**config.mk**
```make
export PLATFORM = sky130hd
export DESIGN_NAME = bitmap_slot_allocator
export DESIGN_NICKNAME = d
export VERILOG_FILES = /design/src/bsa_pkg.sv /design/src/bsa_ram.sv /design/src/bsa_ctrl.sv /design/src/bsa_datapath.sv /design/src/bitmap_slot_allocator.sv
export SDC_FILE = /design/constraint.sdc
export NUM_CORES = 2
export LEC_CHECK = 0
export BUFFER_PORTS_ARGS = -buffer_cell sky130_fd_sc_hd__buf_2
export CORE_MARGIN = 5
export CORE_UTILIZATION = 63
export CTS_CLUSTER_DIAMETER = 30
export DETAILED_ROUTE_END_ITERATION = 6
export PLACE_DENSITY = 0.9
export SKIP_LAST_GASP = 1
export SYNTH_ARGS = -nofsm -noshare
export SYNTH_HDL_FRONTEND = slang
export SYNTH_SLANG_ARGS = --single-unit
```
**constraint.sdc**
```tcl
create_clock -name clk -period 5.8 [get_ports clk]
set_input_delay 1.45 -clock clk [delete_from_list [all_inputs] [get_ports clk]]
set_output_delay 1.45 -clock clk [all_outputs]
set_load 0.1 [all_outputs]
```
**src/bsa_pkg.sv**
```systemverilog
package bsa_pkg;

	// Used-map word geometry.
	localparam int unsigned WORD_BITS = 32;
	localparam int unsigned BIT_W = 5;
	localparam int unsigned ID_W = 11;
	localparam int unsigned WPART_W = ID_W - BIT_W;
	localparam logic [31:0] FULL_WORD = 32'hffffffff;

	// Register reset value.
	localparam logic [5:0] WIU_RESET = 6'd32;

	// Operation codes.
	localparam logic FUNC_ALLOC = 1'b0;
	localparam logic FUNC_FREE = 1'b1;

	// Status codes.
	localparam logic [1:0] ST_OK = 2'd0;
	localparam logic [1:0] ST_FULL = 2'd1;
	localparam logic [1:0] ST_BAD_ID = 2'd2;

	typedef struct packed {
		logic func;
		logic [10:0] free_id;
	} req_t;

	typedef struct packed {
		logic [1:0] status;
		logic [10:0] slot_id;
		logic word_opened;
		logic word_emptied;
	} rsp_t;

	// Controller to datapath commands.
	typedef struct packed {
		logic take;
		logic lookup;
		logic update;
		logic reject;
	} cmd_t;

	// Datapath to controller status.
	typedef struct packed {
		logic go;
		logic slot_free;
	} sts_t;

endpackage

```
**src/bsa_ram.sv**
```systemverilog
module bsa_ram #(
	parameter int WIDTH = 32,
	parameter int DEPTH = 32,
	parameter int ADDR_W = (DEPTH > 1) ? $clog2(DEPTH) : 1
) (
	input logic clk,
	input logic wr_en,
	input logic [ADDR_W-1:0] wr_addr,
	input logic [WIDTH-1:0] wr_data,
	input logic rd_en,
	input logic [ADDR_W-1:0] rd_addr,
	output logic [WIDTH-1:0] rd_data
);

	logic [WIDTH-1:0] mem_q [DEPTH];
	logic [WIDTH-1:0] rd_data_q;

	// One write port and one registered read port.
	always_ff @(posedge clk) begin
		if (wr_en) begin
			mem_q[wr_addr] <= wr_data;
		end
		if (rd_en) begin
			rd_data_q <= mem_q[rd_addr];
		end
	end

	assign rd_data = rd_data_q;

endmodule

```
**src/bsa_ctrl.sv**
```systemverilog
module bsa_ctrl (
	input logic clk,
	input logic arst_n,
	input logic in_valid,
	output logic in_ready,
	input bsa_pkg::sts_t sts,
	output bsa_pkg::cmd_t cmd
);

	localparam logic [1:0] S_IDLE = 2'd0;
	localparam logic [1:0] S_LOOKUP = 2'd1;
	localparam logic [1:0] S_UPDATE = 2'd2;
	localparam logic [1:0] S_FINISH = 2'd3;

	logic [1:0] state_q;
	logic [1:0] state_d;

	// Sequencing: take a word, look up the map word, then update or reject.
	always_comb begin
		state_d = state_q;
		cmd = '0;
		in_ready = 1'b0;
		case (state_q)
			S_IDLE: begin
				in_ready = 1'b1;
				if (in_valid) begin
					cmd.take = 1'b1;
					state_d = S_LOOKUP;
				end
			end
			S_LOOKUP: begin
				cmd.lookup = 1'b1;
				state_d = sts.go ? S_UPDATE : S_FINISH;
			end
			S_UPDATE: begin
				if (sts.slot_free) begin
					cmd.update = 1'b1;
					state_d = S_IDLE;
				end
			end
			S_FINISH: begin
				if (sts.slot_free) begin
					cmd.reject = 1'b1;
					state_d = S_IDLE;
				end
			end
			default: begin
				state_d = S_IDLE;
			end
		endcase
	end

	// State register.
	always_ff @(posedge clk or negedge arst_n) begin
		if (!arst_n) begin
			state_q <= S_IDLE;
		end else begin
			state_q <= state_d;
		end
	end

endmodule

```
**src/bsa_datapath.sv**
```systemverilog
module bsa_datapath #(
	parameter int MAP_WORDS = 32
) (
	input logic clk,
	input logic arst_n,
	input bsa_pkg::req_t in_word,
	input logic cfg_we,
	input logic [5:0] cfg_wdata,
	input bsa_pkg::cmd_t cmd,
	output bsa_pkg::sts_t sts,
	input logic out_ready,
	output logic out_valid,
	output bsa_pkg::rsp_t out_word
);

	localparam int IW = (MAP_WORDS > 1) ? $clog2(MAP_WORDS) : 1;

	bsa_pkg::req_t req_q;
	bsa_pkg::rsp_t rsp_q;
	logic out_valid_q;
	logic [5:0] wiu_q;
	logic [IW-1:0] idx_q;
	logic live_q;
	logic [MAP_WORDS-1:0] valid_q;
	logic [MAP_WORDS-1:0] full_q;

	logic found;
	logic [IW-1:0] hit_idx;
	logic [5:0] wpart;
	logic id_ok;
	logic [IW-1:0] free_idx;
	logic [IW-1:0] lk_idx;
	logic [31:0] rd_data;
	logic [31:0] cur;
	logic [4:0] low_b;
	logic [4:0] free_b;
	logic [31:0] new_word;
	logic [6:0] wnum;
	logic is_alloc;

	assign is_alloc = (req_q.func == bsa_pkg::FUNC_ALLOC);

	// First word that is not full among the words searched.
	always_comb begin
		found = 1'b0;
		hit_idx = '0;
		for (int i = MAP_WORDS - 1; i >= 0; i--) begin
			if (!full_q[i] && (7'(i) < {1'b0, wiu_q})) begin
				found = 1'b1;
				hit_idx = IW'(i);
			end
		end
	end

	// Word part of a freed identifier and its range check.
	assign wpart = req_q.free_id[10:5];
	assign id_ok = (wpart != 6'd0) && ({1'b0, wpart} <= 7'(MAP_WORDS));
	assign free_idx = IW'(wpart - 6'd1);
	assign lk_idx = is_alloc ? hit_idx : free_idx;

	assign sts.go = is_alloc ? found : id_ok;
	assign sts.slot_free = !out_valid_q || out_ready;

	// A word never written since reset reads as empty.
	assign cur = live_q ? rd_data : '0;

	// Lowest clear bit of the current word.
	always_comb begin
		low_b = '0;
		for (int k = 31; k >= 0; k--) begin
			if (!cur[k]) begin
				low_b = 5'(k);
			end
		end
	end

	assign free_b = req_q.free_id[4:0];
	assign new_word = is_alloc ? (cur | (32'd1 << low_b)) : (cur & ~(32'd1 << free_b));
	assign wnum = 7'(idx_q) + 7'd1;

	bsa_ram #(
		.WIDTH(32),
		.DEPTH(MAP_WORDS),
		.ADDR_W(IW)
	) u_map (
		.clk(clk),
		.wr_en(cmd.update),
		.wr_addr(idx_q),
		.wr_data(new_word),
		.rd_en(cmd.lookup && sts.go),
		.rd_addr(lk_idx),
		.rd_data(rd_data)
	);

	// Request, lookup and result payload registers.
	always_ff @(posedge clk) begin
		if (cmd.take) begin
			req_q <= in_word;
		end
		if (cmd.lookup && sts.go) begin
			idx_q <= lk_idx;
			live_q <= valid_q[lk_idx];
		end
		if (cmd.update) begin
			rsp_q.status <= bsa_pkg::ST_OK;
			rsp_q.slot_id <= is_alloc ? {wnum[5:0], low_b} : '0;
			rsp_q.word_opened <= is_alloc && (cur == '0);
			rsp_q.word_emptied <= !is_alloc && (cur != '0) && (new_word == '0);
		end else if (cmd.reject) begin
			rsp_q.status <= is_alloc ? bsa_pkg::ST_FULL : bsa_pkg::ST_BAD_ID;
			rsp_q.slot_id <= '0;
			rsp_q.word_opened <= 1'b0;
			rsp_q.word_emptied <= 1'b0;
		end
	end

	// Control state: register, word flags and result valid.
	always_ff @(posedge clk or negedge arst_n) begin
		if (!arst_n) begin
			wiu_q <= bsa_pkg::WIU_RESET;
			valid_q <= '0;
			full_q <= '0;
			out_valid_q <= 1'b0;
		end else begin
			if (cfg_we) begin
				wiu_q <= cfg_wdata;
			end
			if (cmd.update) begin
				valid_q[idx_q] <= 1'b1;
				full_q[idx_q] <= (new_word == bsa_pkg::FULL_WORD);
			end
			if (cmd.update || cmd.reject) begin
				out_valid_q <= 1'b1;
			end else if (out_ready) begin
				out_valid_q <= 1'b0;
			end
		end
	end

	assign out_valid = out_valid_q;
	assign out_word = rsp_q;

endmodule

```
**src/bitmap_slot_allocator.sv**
```systemverilog
// Bitmap slot allocator. An allocate word takes the lowest free bit of the first used-map
// word that is not full, among the first words_in_use words (set through cfg_wdata, 32
// after reset), and returns ((word+1)<<5)|bit; a free word clears the named bit. The block
// works on one word at a time: an accepted word goes through a lookup step and then an
// update or reject step, which registers and offers the result; the block is ready for
// the next word while that result is offered. A stalled output holds the block in its
// update or reject step until the waiting result is taken. These steps follow from the
// read-modify-write of the used-map RAM, which has one registered read port. Per-word valid
// and full flags live in flip-flops that reset clears, so the map is usable right after
// reset with no clearing pass. The register may be written only while the block is idle.
module bitmap_slot_allocator #(
	parameter int MAP_WORDS = 32
) (
	input logic clk,
	input logic arst_n,
	input logic in_valid,
	output logic in_ready,
	input bsa_pkg::req_t in_word,
	output logic out_valid,
	input logic out_ready,
	output bsa_pkg::rsp_t out_word,
	input logic cfg_we,
	input logic [5:0] cfg_wdata
);

	bsa_pkg::cmd_t cmd;
	bsa_pkg::sts_t sts;

	bsa_ctrl u_ctrl (
		.clk(clk),
		.arst_n(arst_n),
		.in_valid(in_valid),
		.in_ready(in_ready),
		.sts(sts),
		.cmd(cmd)
	);

	bsa_datapath #(
		.MAP_WORDS(MAP_WORDS)
	) u_dp (
		.clk(clk),
		.arst_n(arst_n),
		.in_word(in_word),
		.cfg_we(cfg_we),
		.cfg_wdata(cfg_wdata),
		.cmd(cmd),
		.sts(sts),
		.out_ready(out_ready),
		.out_valid(out_valid),
		.out_word(out_word)
	);

endmodule

```
==> qor.yml <==
dieArea_um2: 83700
yosysSeqAreaShare_pct: 70.2
p_int_w: 0.0186
async_flop_share_pct: 6.28
drcViolationCount: 14
path_clk_slew_ns: 0.05
cts.sinks: 1162
num_rows: 102
path_cells: "nor2_2, a21oi_1, or4_1, or3_1, o221a_1, o21ai_4, buf_4, buf_4, mux2i_1, o22ai_1, nor4_1, nand4_1"
worstMarginPinSlew_ns: 1.35
power.ir.vdd_worst_v: 0.000347
fin_ws_ns: 0.383
critPathSlowestCell: "nor4_1"
synth-main-ff-cell: "edfxtp_1"
yosys-top-cells-count: "1,087 x edfxtp_1, 516 x nand2_1, 331 x mux2i_1"
grt_max_degree: 135
crit_end: "u_dp.u_map.rd_data[29]$_DFFE_PP_"
period_share_pct: 93.4
hpwlAfterDp_um: 86200
p_switching_w: 0.00793
reg2reg_to: "u_dp.u_map.rd_data[29]$_DFFE_PP_"
clk_path_buf_depth: 3
max_freq_mhz: 185
ys_ff_latch: 1162
slowest_delay_ns: 0.76
synth-edff-count: 1087
start_util_pct: 63.4
hp-class: "flip-flop to flip-flop"
drive_gt1_share_pct: 16.6
clock_latency_ns: 0.78
routedWlPerCell_um: 32.8
place_ws_ns: 0.586
postCtsSetupBuffers: 0
hold_viol: 0
critPathCaptureType: "flip-flop"
route.antenna.remaining_nets: 0
design.core.area_um2: 77500
max_cap_violations: 0
startpoint_type: "flip-flop"
leakagePower_nw: 20.7
grt_pass1_wl_um: 228000
avgViaCountPerCell: 7.42
ys_types: 85
critical-path-top-delay-family: "simple AND/OR/NAND/NOR gates"
dr.pass1.iters: 7
avgSynthCellArea_um2: 14.1
track_usage_pct: 37.3
fin_crit_ns: 5.42
grt_pass1_vias: 35194
ys_warn_count: 0
rsz0062_at_grt: "false"
violations: "DRC"
synth_area_leader_cell: "edfxtp_1"
ioPinCount: 40
globalplace.congestion: 1.03
drt_iter0_drc: 6219
area_delta_synth_final_pct: 17.2
critPathLaunch: "u_dp.wiu_q[4]$_DFFE_PN0P_"
fillers: 4149
port-buffer-count: 39
design_area_um2: 57600
pwr-share-seq_pct: 40.1
cp_common_cell: "buf_4"
slew_headroom_pct: 10.0
status: "finished, violations left"
cp.arrival_ns: 5.90
finClkSkew_ns: 0.0372
die_x_um: 289
combPwrFrac_pct: 17.6
tns_ns: 0
placed_area_um2: 51300
cp.depth: 12
timing.hold.ws_ns: 0.449
synth_area_leaders: "edfxtp_1 66%, mux2i_1 6.7%, nand2_1 3.9%, dfrtp_1 3.7%, a221oi_1 2.4%"
routed_wl_um: 158000
critPathBufInv: 2
clkPwrFrac_pct: 42.2
cp_max_fo: 25
cts_root_buffer: "clkbuf_16"
via_count: 35738
syn-num-nets: 3508
syn_area_um2: 49100
htree_levels: 4
seq_area_um2: 34500
cts_tree: "yes"
setup_viol: 0
cts_made_buffers: 180
switching_share_pct: 29.9
p_per_area_nw_per_um2: 460
dieHeight_um: 289
fin_nets: 3650
rr_worst_depth: 12
grt_remaining_overflow: 0
worstPathRequired_ns: 6.28
netlist_instances: 3480
synth_top_cell_area_share_pct: 66.4
reg2reg_from: "u_dp.wiu_q[4]$_DFFE_PN0P_"
path_class: "flip-flop to flip-flop"
synth.most_common_cell: "edfxtp_1"
cts_hold_buffers: 0
multi_input_area_um2: 13600
cts.repair.resized: 0
power_w: 0.0265
drv_slew: 0
r2r_setup_slack_ns: 0.38
antenna_found_initial: 0
==> tightest hold or removal path, cell delays in order (launching register included) <==
cell and delay [ns]:
dfxtp_1 0.32, nand2_1 0.04, o21ai_0 0.05
==> flip-flops by register name (all words and copies together) (netlist names) <==
register,cells
u_dp.full_q,32
u_dp.idx_q,5
u_dp.u_map.mem_q,1024
u_dp.u_map.rd_data,32
u_dp.out_valid,1
u_dp.wiu_q,6
u_dp.live_q,1
u_dp.free_b,5
u_dp.req_q,7
u_dp.valid_q,32
u_dp.out_word,15
u_ctrl.state_q,2
==> area by class of cell <==
type / instances / area share, %
timing repair buffer: 179 / 2.73
clock inverter: 132 / 2.81
sequential: 1162 / 59.9
antenna: 1 / 0.00435
tap: 1040 / 2.26
clock buffer: 205 / 8.16
multi-input combinational: 2034 / 23.7
inverter: 65 / 0.432
==> routing by layer <==
metal	track usage, %	part of all wire [%]	vias up
met5	0	0	-
met4	23.8	8.0	0
met3	11.5	15	881
met2	56.5	45	3676
met1	47.2	32	17137
li1	-	-	14044
==> logic make-up after synthesis <==
family,count (synthesis),share of synthesized area (%)
DFF,1162,70.2
and+or+nand+nor,868,8.21
buffers and inverters,284,2.41
AOI/OAI and AO/OA,758,10.7
adders and majority gates,5,0.127
xor gates and xnor gates,6,0.107
muxes,397,8.25
==> metrics by stage <==
stage               cells  util [%]
floorplan            3480         -
global placement     4480      66.2
detailed placement   4480      66.2
CTS                  4817      74.3
global route         4817      74.3
finish               4818      74.3
==> how the worst min path moves through the flow <==
stage                                              start                        endpoint  slack [ns]  cells after the start
after floorplan             u_dp.valid_q[11]$_DFFE_PN0P_    u_dp.valid_q[11]$_DFFE_PN0P_        0.43                      1
after global placement    u_dp.out_word[14]$_SDFFE_PP0P_  u_dp.out_word[14]$_SDFFE_PP0P_        0.43                      2
after detailed placement  u_dp.out_word[13]$_SDFFE_PP0P_  u_dp.out_word[13]$_SDFFE_PP0P_        0.44                      2
after CTS                 u_dp.out_word[13]$_SDFFE_PP0P_  u_dp.out_word[13]$_SDFFE_PP0P_        0.45                      2
after global routing        u_dp.valid_q[15]$_DFFE_PN0P_    u_dp.valid_q[15]$_DFFE_PN0P_        0.48                      1
final                     u_dp.out_word[13]$_SDFFE_PP0P_  u_dp.out_word[13]$_SDFFE_PP0P_        0.45                      2
==> power by group through the flow <==
stage                     Clock [W]  Sequential [W]  Combinational, W
after floorplan                   0          0.0108           0.00264
after global placement            0          0.0107           0.00425
after detailed placement          0          0.0107           0.00441
after CTS                    0.0112          0.0106           0.00452
after global routing         0.0116          0.0106           0.00483
final                        0.0112          0.0106           0.00468
==> placed cells by master, fill, tap and decap left out, types with 9 or more instances in the layout <==
cell	instances
clkinv_1	29
clkbuf_1	18
or2_2	9
nor4_1	87
buf_2	39
buf_12	26
nand2b_1	43
o21ai_0	87
o21ai_1	18
and2_1	14
o22ai_1	138
clkinv_4	16
inv_6	20
dfrtp_1	72
nor3_1	12
nand3_1	31
edfxtp_1	1087
clkinv_2	19
mux2_2	66
inv_2	24
nand3_2	14
a221o_1	66
mux2i_1	331
nand2_1	516
clkbuf_16	183
o211ai_1	29
nand4_1	41
clkinvlp_4	18
a221oi_1	134
a21oi_1	157
o21ai_2	16
buf_4	114
or3_1	10
bufinv_16	25
o31ai_1	32
nor2_1	41
inv_1	32
No activity file was read; power rests on OpenSTA's default activity.
